<file path="src/design/frt_pkg.sv">
// Shared types and constants for the face refinement template block.
// Used by frt_template and face_refinement_template; no dependencies.
package frt_pkg;

    localparam int VERT_W = 4;

    // Local vertex codes: corners 0..3, edge midpoints 4..7, face center 8.
    localparam logic [1:0] CODE_CORNER_HI = 2'b00;
    localparam logic [1:0] CODE_EDGE_HI   = 2'b01;
    localparam logic [VERT_W-1:0] CODE_CENTER = 4'd8;

    localparam logic KIND_TRI  = 1'b0;
    localparam logic KIND_QUAD = 1'b1;

    typedef struct packed {
        logic              kind;
        logic [VERT_W-1:0] a;
        logic [VERT_W-1:0] b;
        logic [VERT_W-1:0] c;
        logic [VERT_W-1:0] d;
        logic              made;
    } face_t;

    function automatic logic [VERT_W-1:0] corner_code(input logic [1:0] idx);
        return {CODE_CORNER_HI, idx};
    endfunction

    function automatic logic [VERT_W-1:0] edge_code(input logic [1:0] idx);
        return {CODE_EDGE_HI, idx};
    endfunction

    function automatic face_t mk_tri(input logic [VERT_W-1:0] a,
                                     input logic [VERT_W-1:0] b,
                                     input logic [VERT_W-1:0] c);
        face_t f;
        f.kind = KIND_TRI;
        f.a    = a;
        f.b    = b;
        f.c    = c;
        f.d    = '0;
        f.made = 1'b0;
        return f;
    endfunction

    function automatic face_t mk_quad(input logic [VERT_W-1:0] a,
                                      input logic [VERT_W-1:0] b,
                                      input logic [VERT_W-1:0] c,
                                      input logic [VERT_W-1:0] d);
        face_t f;
        f.kind = KIND_QUAD;
        f.a    = a;
        f.b    = b;
        f.c    = c;
        f.d    = d;
        f.made = 1'b0;
        return f;
    endfunction

endpackage

</file>
<file path="src/design/frt_template.sv">
// Combinational refinement templates: maps one face description to its list
// of sub-faces. Depends on frt_pkg.
module frt_template (
    input  logic                 is_quad,
    input  logic [3:0]           edge_marks,
    input  logic                 has_center,
    input  logic [2:0]           snap_corner,
    output frt_pkg::face_t [3:0] faces,
    output logic [1:0]           last_idx,
    output logic                 err
);
    import frt_pkg::*;

    // Addition modulo three on corner indexes of a triangle.
    function automatic logic [1:0] add3(input logic [1:0] x, input logic [1:0] k);
        logic [2:0] s;
        s = {1'b0, x} + {1'b0, k};
        return (s >= 3'd3) ? 2'(s - 3'd3) : s[1:0];
    endfunction

    logic [2:0] tmarks;
    logic [1:0] tri_n;
    logic [1:0] tri_e;
    logic [1:0] tri_f;
    logic [2:0] quad_n;
    logic [1:0] qe0;
    logic [1:0] qe1;
    logic [1:0] qf;
    logic       snap_valid;

    // Pattern decode: lowest split edge, second split edge, lowest unsplit edge.
    always_comb begin
        tmarks = edge_marks[2:0];
        tri_n  = 2'($countones(tmarks));
        quad_n = 3'($countones(edge_marks));
        tri_e  = tmarks[0] ? 2'd0 : (tmarks[1] ? 2'd1 : 2'd2);
        tri_f  = !tmarks[0] ? 2'd0 : (!tmarks[1] ? 2'd1 : 2'd2);
        qe0    = edge_marks[0] ? 2'd0 : edge_marks[1] ? 2'd1 :
                 edge_marks[2] ? 2'd2 : 2'd3;
        qe1    = (edge_marks[1] && qe0 < 2'd1) ? 2'd1 :
                 (edge_marks[2] && qe0 < 2'd2) ? 2'd2 : 2'd3;
        qf     = !edge_marks[0] ? 2'd0 : !edge_marks[1] ? 2'd1 :
                 !edge_marks[2] ? 2'd2 : 2'd3;
        snap_valid = (snap_corner <= 3'd3);
    end

    always_comb begin
        logic [1:0]        c0, c1, c2, c3, ea, eb, ii;
        logic [VERT_W-1:0] m, ma, mb, m0, m1, m2;
        logic              ok;
        faces    = '0;
        last_idx = 2'd0;
        err      = 1'b0;
        c0 = '0; c1 = '0; c2 = '0; c3 = '0; ea = '0; eb = '0; ii = '0;
        m = '0; ma = '0; mb = '0; m0 = '0; m1 = '0; m2 = '0;
        ok = 1'b0;
        if (!is_quad) begin
            if (has_center) begin
                if (tri_n != 2'd0) begin
                    err = 1'b1;
                end else begin
                    faces[0] = mk_tri(corner_code(2'd0), corner_code(2'd1), CODE_CENTER);
                    faces[1] = mk_tri(corner_code(2'd1), corner_code(2'd2), CODE_CENTER);
                    faces[2] = mk_tri(corner_code(2'd2), corner_code(2'd0), CODE_CENTER);
                    last_idx = 2'd2;
                end
            end else begin
                case (tri_n)
                    2'd0: begin
                        faces[0] = mk_tri(corner_code(2'd0), corner_code(2'd1),
                                          corner_code(2'd2));
                    end
                    2'd1: begin
                        c0 = add3(tri_e, 2'd2);
                        c1 = add3(c0, 2'd1);
                        c2 = add3(c1, 2'd1);
                        m  = edge_code(tri_e);
                        faces[0] = mk_tri(corner_code(c0), corner_code(c1), m);
                        faces[1] = mk_tri(corner_code(c0), m, corner_code(c2));
                        last_idx = 2'd1;
                    end
                    2'd2: begin
                        ea = add3(tri_f, 2'd1);
                        eb = add3(tri_f, 2'd2);
                        faces[0] = mk_tri(edge_code(ea), corner_code(eb), edge_code(eb));
                        faces[1] = mk_quad(corner_code(tri_f), corner_code(ea),
                                           edge_code(ea), edge_code(eb));
                        last_idx = 2'd1;
                    end
                    default: begin
                        faces[0] = mk_tri(corner_code(2'd0), edge_code(2'd0), edge_code(2'd2));
                        faces[1] = mk_tri(corner_code(2'd1), edge_code(2'd1), edge_code(2'd0));
                        faces[2] = mk_tri(corner_code(2'd2), edge_code(2'd2), edge_code(2'd1));
                        faces[3] = mk_tri(edge_code(2'd0), edge_code(2'd1), edge_code(2'd2));
                        last_idx = 2'd3;
                    end
                endcase
            end
        end else if (quad_n == 3'd0) begin
            if (has_center) begin
                for (int i = 0; i < 4; i++) begin
                    ii = 2'(i);
                    faces[i] = mk_tri(corner_code(ii), corner_code(ii + 2'd1), CODE_CENTER);
                end
                last_idx = 2'd3;
            end else begin
                faces[0] = mk_quad(corner_code(2'd0), corner_code(2'd1),
                                   corner_code(2'd2), corner_code(2'd3));
            end
        end else if (quad_n == 3'd4) begin
            // All edges split: four quads around the center, which may be new.
            for (int i = 0; i < 4; i++) begin
                ii = 2'(i);
                faces[i] = mk_quad(corner_code(ii), edge_code(ii), CODE_CENTER,
                                   edge_code(ii + 2'd3));
                faces[i].made = !has_center;
            end
            last_idx = 2'd3;
        end else if (has_center) begin
            err = 1'b1;
        end else begin
            case (quad_n)
                3'd1: begin
                    c0 = qe0 + 2'd3;
                    c1 = c0 + 2'd1;
                    c2 = c0 + 2'd2;
                    c3 = c0 + 2'd3;
                    m  = edge_code(qe0);
                    // A snap corner at an end of the split edge is ignored.
                    ok = snap_valid && (snap_corner[1:0] != qe0) &&
                         (snap_corner[1:0] != qe0 + 2'd1);
                    if (!ok) begin
                        faces[0] = mk_tri(corner_code(c0), corner_code(c1), m);
                        faces[1] = mk_tri(corner_code(c0), m, corner_code(c3));
                        faces[2] = mk_tri(corner_code(c3), m, corner_code(c2));
                        last_idx = 2'd2;
                    end else if (snap_corner[1:0] == c0) begin
                        faces[0] = mk_tri(corner_code(c0), corner_code(c1), m);
                        faces[1] = mk_quad(corner_code(c0), m, corner_code(c2),
                                           corner_code(c3));
                        last_idx = 2'd1;
                    end else begin
                        faces[0] = mk_quad(corner_code(c0), corner_code(c1), m,
                                           corner_code(c3));
                        faces[1] = mk_tri(corner_code(c3), m, corner_code(c2));
                        last_idx = 2'd1;
                    end
                end
                3'd2: begin
                    if (qe1 - qe0 == 2'd2) begin
                        c0 = qe0 + 2'd3;
                        c1 = c0 + 2'd1;
                        c2 = c0 + 2'd2;
                        c3 = c0 + 2'd3;
                        faces[0] = mk_quad(corner_code(c0), corner_code(c1),
                                           edge_code(qe0), edge_code(qe1));
                        faces[1] = mk_quad(edge_code(qe1), edge_code(qe0),
                                           corner_code(c2), corner_code(c3));
                        last_idx = 2'd1;
                    end else begin
                        // Adjacent edges: ea is followed by eb around the face.
                        if (qe0 + 2'd1 != qe1) begin
                            ea = qe1;
                            eb = qe0;
                        end else begin
                            ea = qe0;
                            eb = qe1;
                        end
                        c0 = ea + 2'd3;
                        c1 = c0 + 2'd1;
                        c2 = c0 + 2'd2;
                        c3 = c0 + 2'd3;
                        ma = edge_code(ea);
                        mb = edge_code(eb);
                        ok = snap_valid && (snap_corner[1:0] == c0);
                        faces[0] = mk_tri(corner_code(c0), corner_code(c1), ma);
                        if (!ok) begin
                            faces[1] = mk_tri(ma, corner_code(c2), mb);
                            faces[2] = mk_tri(corner_code(c3), corner_code(c0), mb);
                            faces[3] = mk_tri(corner_code(c0), ma, mb);
                            last_idx = 2'd3;
                        end else begin
                            faces[1] = mk_tri(corner_code(c3), corner_code(c0), mb);
                            faces[2] = mk_quad(corner_code(c0), ma, corner_code(c2), mb);
                            last_idx = 2'd2;
                        end
                    end
                end
                default: begin
                    c3 = qf;
                    c0 = qf + 2'd1;
                    c1 = qf + 2'd2;
                    c2 = qf + 2'd3;
                    m0 = edge_code(c0);
                    m1 = edge_code(c1);
                    m2 = edge_code(c2);
                    faces[0] = mk_quad(corner_code(c0), m0, m2, corner_code(c3));
                    faces[1] = mk_tri(corner_code(c1), m1, m0);
                    faces[2] = mk_tri(corner_code(c2), m2, m1);
                    faces[3] = mk_tri(m0, m1, m2);
                    last_idx = 2'd3;
                end
            endcase
        end
    end

endmodule

</file>
<file path="src/design/face_refinement_template.sv">
// Top level of the face refinement template block: input register, template
// lookup and sub-face output queue. Depends on frt_pkg and frt_template.
//
// Usage. Each item on the s_ channel describes one mesh face: its shape, the
// mask of split edges, whether a center vertex exists and an optional snap
// corner. The block answers on the m_ channel with one item per sub-face of
// the refinement, between one and four, and raises m_last on the final one.
// An unsupported center/edge combination gives a single item with m_status
// set and all corner codes zero.
// The input register takes the face when it is accepted; the queue loads the
// template's sub-faces from it once the queue is free, and the first sub-face
// then appears on m_.
// Throughput: one sub-face per cycle while m_ready is high. The template
// lookup is a single combinational step, so the four-entry output queue sets
// the rate.
// The next face is taken into the input register while the previous one is
// still being emitted and moves on when the queue sends its last sub-face.
// When the receiver holds m_ready low, the queue holds its head, the input
// register fills and s_ready drops. Reset (aresetn low at a clock edge)
// empties both stages; no item is lost or invented across a stall.
module face_refinement_template (
    input  logic       aclk,
    input  logic       aresetn,
    input  logic       s_valid,
    output logic       s_ready,
    input  logic       s_is_quad,
    input  logic [3:0] s_edge_marks,
    input  logic       s_has_center,
    input  logic [2:0] s_snap_corner,
    output logic       m_valid,
    input  logic       m_ready,
    output logic       m_face_kind,
    output logic [3:0] m_vert_a,
    output logic [3:0] m_vert_b,
    output logic [3:0] m_vert_c,
    output logic [3:0] m_vert_d,
    output logic       m_status,
    output logic       m_made_center,
    output logic       m_last
);
    import frt_pkg::*;

    // Input register.
    logic       in_valid_reg, in_valid_next;
    logic       in_quad_reg;
    logic [3:0] in_marks_reg;
    logic       in_center_reg;
    logic [2:0] in_snap_reg;

    // Output queue: the head sits in entry 0; remaining count minus one.
    face_t [3:0] q_reg, q_next;
    logic        q_valid_reg, q_valid_next;
    logic [1:0]  q_left_reg, q_left_next;
    logic        q_err_reg, q_err_next;

    face_t [3:0] tmpl_faces;
    logic [1:0]  tmpl_last_idx;
    logic        tmpl_err;

    logic s_take;
    logic m_take;
    logic q_done;
    logic q_load;

    frt_template u_template (
        .is_quad    (in_quad_reg),
        .edge_marks (in_marks_reg),
        .has_center (in_center_reg),
        .snap_corner(in_snap_reg),
        .faces      (tmpl_faces),
        .last_idx   (tmpl_last_idx),
        .err        (tmpl_err)
    );

    assign m_take  = m_valid && m_ready;
    // The queue frees up when it is empty or its last sub-face leaves now.
    assign q_done  = !q_valid_reg || (m_take && q_left_reg == 2'd0);
    assign q_load  = in_valid_reg && q_done;
    assign s_ready = !in_valid_reg || q_load;
    assign s_take  = s_valid && s_ready;

    always_comb begin
        in_valid_next = in_valid_reg;
        if (s_take) begin
            in_valid_next = 1'b1;
        end else if (q_load) begin
            in_valid_next = 1'b0;
        end
    end

    always_comb begin
        q_next       = q_reg;
        q_valid_next = q_valid_reg;
        q_left_next  = q_left_reg;
        q_err_next   = q_err_reg;
        if (q_load) begin
            q_next       = tmpl_faces;
            q_valid_next = 1'b1;
            q_left_next  = tmpl_last_idx;
            q_err_next   = tmpl_err;
        end else if (q_done) begin
            q_valid_next = 1'b0;
        end else if (m_take) begin
            q_next      = {face_t'('0), q_reg[3:1]};
            q_left_next = q_left_reg - 2'd1;
        end
    end

    always_ff @(posedge aclk) begin
        if (!aresetn) begin
            in_valid_reg <= 1'b0;
            q_valid_reg  <= 1'b0;
            q_left_reg   <= 2'd0;
        end else begin
            in_valid_reg <= in_valid_next;
            q_valid_reg  <= q_valid_next;
            q_left_reg   <= q_left_next;
        end
    end

    always_ff @(posedge aclk) begin
        if (s_take) begin
            in_quad_reg   <= s_is_quad;
            in_marks_reg  <= s_edge_marks;
            in_center_reg <= s_has_center;
            in_snap_reg   <= s_snap_corner;
        end
        q_reg     <= q_next;
        q_err_reg <= q_err_next;
    end

    assign m_valid       = q_valid_reg;
    assign m_face_kind   = q_reg[0].kind;
    assign m_vert_a      = q_reg[0].a;
    assign m_vert_b      = q_reg[0].b;
    assign m_vert_c      = q_reg[0].c;
    assign m_vert_d      = q_reg[0].d;
    assign m_status      = q_err_reg;
    assign m_made_center = q_reg[0].made;
    assign m_last        = (q_left_reg == 2'd0);

`ifndef ASSERT_OFF
    // An error answer is always a single item.
    a_err_single: assert property (@(posedge aclk) disable iff (!aresetn)
        m_valid && m_status |-> m_last)
        else $error("error item not marked last");

    // A taken non-final sub-face is followed by the next one of the same face.
    a_no_gap: assert property (@(posedge aclk) disable iff (!aresetn)
        m_valid && m_ready && !m_last |=> m_valid && !m_status)
        else $error("sub-face sequence broken");

    // Triangles carry no fourth corner.
    a_tri_d: assert property (@(posedge aclk) disable iff (!aresetn)
        m_valid && m_face_kind == KIND_TRI |-> m_vert_d == '0)
        else $error("triangle with fourth corner");

    // A stalled queue stays valid and keeps its remaining count.
    a_hold: assert property (@(posedge aclk) disable iff (!aresetn)
        m_valid && !m_ready |=> m_valid && $stable(q_left_reg))
        else $error("output queue moved while stalled");
`endif

endmodule
</file>
<file path="config.mk">
export PLATFORM = sky130hd
export DESIGN_NAME = face_refinement_template
export DESIGN_NICKNAME = d
export VERILOG_FILES = /design/src/design/frt_pkg.sv /design/src/design/frt_template.sv /design/src/design/face_refinement_template.sv
export SDC_FILE = /design/constraint.sdc
export NUM_CORES = 1
export LEC_CHECK = 0
export BUFFER_PORTS_ARGS = -buffer_cell sky130_fd_sc_hd__buf_2
export CAP_MARGIN = 40
export CORE_UTILIZATION = 50
export CTS_BUF_LIST = sky130_fd_sc_hd__clkbuf_8
export CTS_CLUSTER_SIZE = 24
export DETAILED_ROUTE_END_ITERATION = 8
export PLACE_DENSITY = 0.66
export SYNTH_ARGS = -nofsm -noshare
export SYNTH_HDL_FRONTEND = slang
export SYNTH_SLANG_ARGS = --single-unit
</file>
<file path="constraint.sdc">
create_clock -name aclk -period 7.93 [get_ports aclk]
set_input_delay 1.586 -clock aclk [delete_from_list [all_inputs] [get_ports aclk]]
set_output_delay 1.586 -clock aclk [all_outputs]
set_load 0.01 [all_outputs]
</file>
==> flow_summary.yaml, run 1 <==
hold_path:
  hold_path.class: "flip-flop to flip-flop"
synthesis:
  synth_area_um2: 4830
  synth.distinct_cells: 68
  synth_warnings: 0
  synth_top_area_frac: 0.410
  synthTopCellsByArea: "edfxtp_1, nor2_1, a21oi_1, ha_1, o21ai_0"
  synth_top_area_cell: "edfxtp_1"
  synth_edf_count: 66
  async_flop_share: 0
  synth_top_flop_cell: "edfxtp_1"
  ys_ff_latch: 70
  synth_area_per_cell_um2: 9.15
  synthTopCellsByCount: "edfxtp_1, nor2_1, a21oi_1, nand2_1, o21ai_0"
  netlist_instances: 528
  synth_most_common_cell: "edfxtp_1"
  ys_seq_area_frac: 0.427
clocking:
  cts_sinks: 70
  cts_buffers: 9
  path_clk_slew_ps: 100
  cts_buffer_depth: 2
  post_cts_resized: 0
  tritoncts: "done"
  holdBufCountCts: 0
  clockRootBuffer: "clkbuf_8"
  htreeDepth: 3
  insertion_delay_ps: 370
  postCtsSetupRepairBufs: 0
sta:
  finalCriticalPeriod_ps: 4550
  slew_headroom: 0.374
  hold_slack_ps: 515
  finalHoldViolCount: 0
  worst_pin_slew_ps: 939
  finalSetupViolCount: 0
  clock.fmax_mhz: 220
  clock_skew_ps: 16.0
  slew_violations: 0
  finalCritPeriodShare: 0.573
  fin_setup_tns_ps: 0
  rsz0062_at_grt: "false"
grt:
  grt_remaining_overflow: 0
  antenna_found_initial: 0
  grt_pass1_vias: 3946
  grt_first_pass_wirelength_mm: 23.1
  grt_start_max_net_pins: 54
  grt_usage: 0.311
floorplan:
  die_h_um: 100
  start_util: 0.520
  die_area_um2: 10100
  core.rowCount: 35
  die_w_um: 100
  core-area_um2: 9280
  ios: 35
detailed_routing:
  route.detailed.drc: 0
  wl_per_cell_um: 22.6
  drt_wl_total_mm: 15.0
  vias: 4305
  dr.pass1.iters: 5
  antenna_left: 0
  drt_iter0_markers: 492
  viasPerCell: 6.47
power:
  power_per_cell_area_nw_per_um2: 218
  p_leak_nw: 1.92
  ir_worst_vdd_mv: 0.107
  power_w: 0.00113
critical_path:
  reg2reg_slack_ps: 3380
  end_kind: "flip-flop"
  cp.buffers_inverters: 1
  crit_arrival_ps: 4630
  path_max_fanout: 28
  cp.required_ps: 8010
  max_stage_delay_ps: 980
  crit_chain: "inv_1 -> ha_1 -> ha_1 -> fa_1 -> nor2b_1 -> nand2_1 -> a211oi_1 -> a211oi_1 -> o311ai_1 -> a31oi_1"
  cpMaxStageDelayCell: "edfxtp_1"
  crit_type: "flip-flop to flip-flop"
  crit_path_start_kind: "flip-flop"
  critPathTopFamily: "adder cells"
final_layout:
  multiInputGateArea_um2: 2460
  final_cell_area_um2: 5180
  n_fill_cell: 868
  drive_gt1_frac: 0.132
  area_growth_pct: 7.33
  largest_register_ffs: 41
  antenna_cells: 0
  regArea_um2: 2060
  fin_cells: 665
  layout.nets: 563
place:
  port_buffers: 31
  gp_congestion: 0.988
  place_area_um2: 4960
  place.detailed.hpwl_mm: 10.7
  dp.cells: 649
run_status:
  status: "finished, final reports clean"
run:
  drv_cap: 0
-- final cells by class --
cell class	count	area share
flip-flops and latches	70	0.398
inverters	20	0.0145
clock buffers	9	0.0239
clock inverters	7	0.0188
well taps	129	0.0311
multi-input cells	393	0.475
repair buffers	37	0.0393
-- where the power goes --
group,switching [W],internal [W]
registers,0.0000180,0.000446
clock network,0.000165,0.000179
logic,0.000219,0.000103
-- metrics by stage --
stage	worst slack, ps	util
2_1_floorplan	2870	-
3_3_place_gp	3130	0.533
3_5_place_dp	3470	0.535
4_1_cts	3470	0.558
5_1_grt	3010	0.558
6_report	3380	0.558
-- cells in the final DEF (no fill, tap or decap), types with 4 or more instances in the layout --
cell type	count
a211oi_1	10
nand3_1	19
dfxtp_1	4
mux2i_1	4
and3_1	4
edfxtp_1	66
mux2_2	6
nor3_1	11
nor4_1	4
nor2_1	58
buf_2	31
a221o_1	4
and2_1	4
a31oi_1	5
nor3b_1	4
inv_1	21
o221ai_1	5
a21oi_1	42
o211ai_1	8
buf_4	5
ha_1	17
nand2_1	42
a21o_1	8
nor2b_1	12
o21ai_0	35
nand2b_1	11
o22ai_1	8
clkbuf_8	9
o31ai_1	5
-- kinds of logic (layout without fill, tap and decap cells) --
kind of cell | after synthesis | after routing | share of synthesized area
flops | 70 | 70 | 0.427
fa+ha+maj | 19 | 19 | 0.0523
other cells | 1 | 3 | 0.000776
xor+xnor | 4 | 4 | 0.00725
mux | 12 | 12 | 0.0298
simple gates | 193 | 193 | 0.199
compound gates | 162 | 162 | 0.217
buf+inv | 67 | 73 | 0.0676
-- worst reg2reg max path, stage by stage, from the launching register on --
cell      delay (ps)
edfxtp_1         980
inv_1            310
ha_1             380
ha_1             210
fa_1             810
nor2b_1          350
nand2_1          280
a211oi_1         320
a211oi_1          90
o311ai_1         360
a31oi_1          170
-- per-layer routing --
layer  global-route usage  vias to the layer above  share of wire
li1                     -                     1951              -
met1                0.440                     1985           0.42
met2                0.455                      317           0.43
met3               0.0731                       52           0.11
met4                0.133                        0          0.043
met5                    0                        -              0
-- final timing paths --
check	startpoint	to	cells past startpoint
worst max register to register	in_marks_reg[0]$_DFFE_PP_	q_reg[27]$_DFFE_PP_	10
worst min-delay path	q_left_reg[1]$_SDFFE_PN0P_	q_left_reg[1]$_SDFFE_PN0P_	1
worst max-delay path	in_marks_reg[0]$_DFFE_PP_	q_reg[27]$_DFFE_PP_	10
worst min register to register	q_left_reg[1]$_SDFFE_PN0P_	q_left_reg[1]$_SDFFE_PN0P_	1
Note: power is estimated with default switching activity, not from simulation.
==> inputs of run 2 (changes only) <==
- clock period: 7.93 -> 4.4 ns (I/O delays scaled with it)
==> run 2 against run 1 <==
Effect of this change: worst hold slack lost 5.5 ps; first-iteration DRC count shrank 23%; critical path depth grew 3; utilization grew 0.75 points; critical path type unchanged.
==> flow_summary.yaml, run 2 (synthesized netlist as in run 1, its figures left out) <==
run_status:
  status: "finished, final reports clean"
power:
  power_w: 0.00199
  p_leak_nw: 1.97
  ir_worst_vdd_mv: 0.206
  power_per_cell_area_nw_per_um2: 379
clocking:
  clockRootBuffer: "clkbuf_8"
  cts_buffers: 9
  tritoncts: "done"
  cts_buffer_depth: 2
  path_clk_slew_ps: 90
  post_cts_resized: 0
  insertion_delay_ps: 370
  cts_sinks: 70
  holdBufCountCts: 0
  htreeDepth: 3
  postCtsSetupRepairBufs: 0
final_layout:
  final_common_cell: "edfxtp_1"
  drive_gt1_frac: 0.153
  n_fill_cell: 872
  area_growth_pct: 8.78
  antenna_cells: 0
  layout.nets: 576
  largest_register_ffs: 41
  final_cell_mix: "edfxtp_1, nor2_1, a21oi_1, nand2_1, o21ai_0"
critical_path:
  crit_arrival_ps: 4050
  end_kind: "flip-flop"
  critPathLaunch: "in_marks_reg[0]$_DFFE_PP_"
  cp.required_ps: 4600
  reg2reg_to: "q_reg[28]$_DFFE_PP_"
  path_max_fanout: 27
  crit_end: "q_reg[28]$_DFFE_PP_"
  reg2reg_slack_ps: 550
  reg2reg_depth: 13
  timing.rr.start: "in_marks_reg[0]$_DFFE_PP_"
  crit_path_start_kind: "flip-flop"
  crit_type: "flip-flop to flip-flop"
sta:
  finalCritPeriodShare: 0.875
  worst_pin_slew_ps: 877
  slew_headroom: 0.415
  clock.fmax_mhz: 260
  finalCriticalPeriod_ps: 3850
  finalSetupViolCount: 0
  clock_skew_ps: 24.9
  rsz0062_at_grt: "false"
  slew_violations: 0
  finalHoldViolCount: 0
  fin_setup_tns_ps: 0
detailed_routing:
  wl_per_cell_um: 22.6
  vias: 4295
  drt_iter0_markers: 378
  drt_wl_total_mm: 15.4
  viasPerCell: 6.33
  antenna_left: 0
  dr.pass1.iters: 5
  route.detailed.drc: 0
grt:
  grt_start_max_net_pins: 55
  grt_usage: 0.319
  antenna_found_initial: 0
  grt_first_pass_wirelength_mm: 23.4
  grt_pass1_vias: 3980
  grt_remaining_overflow: 0
floorplan:
  core.rowCount: 35
  die_h_um: 100
  die_w_um: 100
  start_util: 0.520
  die_area_um2: 10100
  core-area_um2: 9280
  ios: 35
place:
  gp_congestion: 0.987
  place.detailed.hpwl_mm: 11.3
  port_buffers: 31
run:
  drv_cap: 0
hold_path:
  hold_path.class: "flip-flop to flip-flop"
==> run 2: worst max-delay path, cell delays in order (launching register included) <==
cell      delay (ps)
edfxtp_1         360
buf_4            280
ha_1             260
buf_4            270
a211o_1          150
nand3_1          120
nor4_2           570
nor2_2           240
ha_1             390
o21ai_0           90
a221o_1          370
a22oi_1          170
o221ai_1         160
a21oi_1          230
==> run 2: area by class of cell <==
type | count | area, um2 | share of cell area
Clock inverter | 7 | 73.8 | 0.0140
Sequential cell | 70 | 2060 | 0.392
Timing Repair Buffer | 50 | 298 | 0.0567
Tap cell | 129 | 161 | 0.0307
Multi-Input combinational cell | 393 | 2460 | 0.468
Inverter | 20 | 75.1 | 0.0143
Clock buffer | 9 | 124 | 0.0236
==> run 2: where the power goes <==
group / total (W) / switching, W / internal (W)
logic: 0.000621 / 0.000417 / 0.000204
registers: 0.000825 / 0.0000210 / 0.000804
clock network: 0.000545 / 0.000282 / 0.000263
total: 0.00199 / 0.000720 / 0.00127
==> run 2: how the worst min path moves through the flow <==
stage                               start                         end  slack, ps  cells past startpoint
3_3_place_gp   q_left_reg[1]$_SDFFE_PN0P_  q_left_reg[1]$_SDFFE_PN0P_        480                      1
6_report       q_left_reg[1]$_SDFFE_PN0P_  q_left_reg[1]$_SDFFE_PN0P_        510                      1
5_1_grt        q_left_reg[1]$_SDFFE_PN0P_  q_left_reg[1]$_SDFFE_PN0P_        530                      1
3_5_place_dp   q_left_reg[1]$_SDFFE_PN0P_  q_left_reg[1]$_SDFFE_PN0P_        490                      1
2_1_floorplan  q_left_reg[1]$_SDFFE_PN0P_  q_left_reg[1]$_SDFFE_PN0P_        470                      1
4_1_cts        q_left_reg[1]$_SDFFE_PN0P_  q_left_reg[1]$_SDFFE_PN0P_        510                      1
==> run 2: stage by stage <==
stage	std cells	hold slack (ps)	instance area [um2]	util	setup WS [ps]
detailed placement	662	492	5060	0.545	668
global placement	662	484	5060	0.545	682
finish	678	510	5260	0.566	551
global route	678	527	5260	0.566	292
floorplan	530	472	4840	-	46.7
CTS	678	511	5260	0.566	596
==> run 2: layer usage <==
| layer | vias up | wire (um) | track usage |
|---|---|---|---|
| li1 | 1972 | - | - |
| met1 | 2055 | 6680 | 0.433 |
| met2 | 237 | 6990 | 0.493 |
| met3 | 31 | 1240 | 0.0731 |
| met4 | 0 | 450 | 0.126 |
| met5 | - | 0 | 0 |
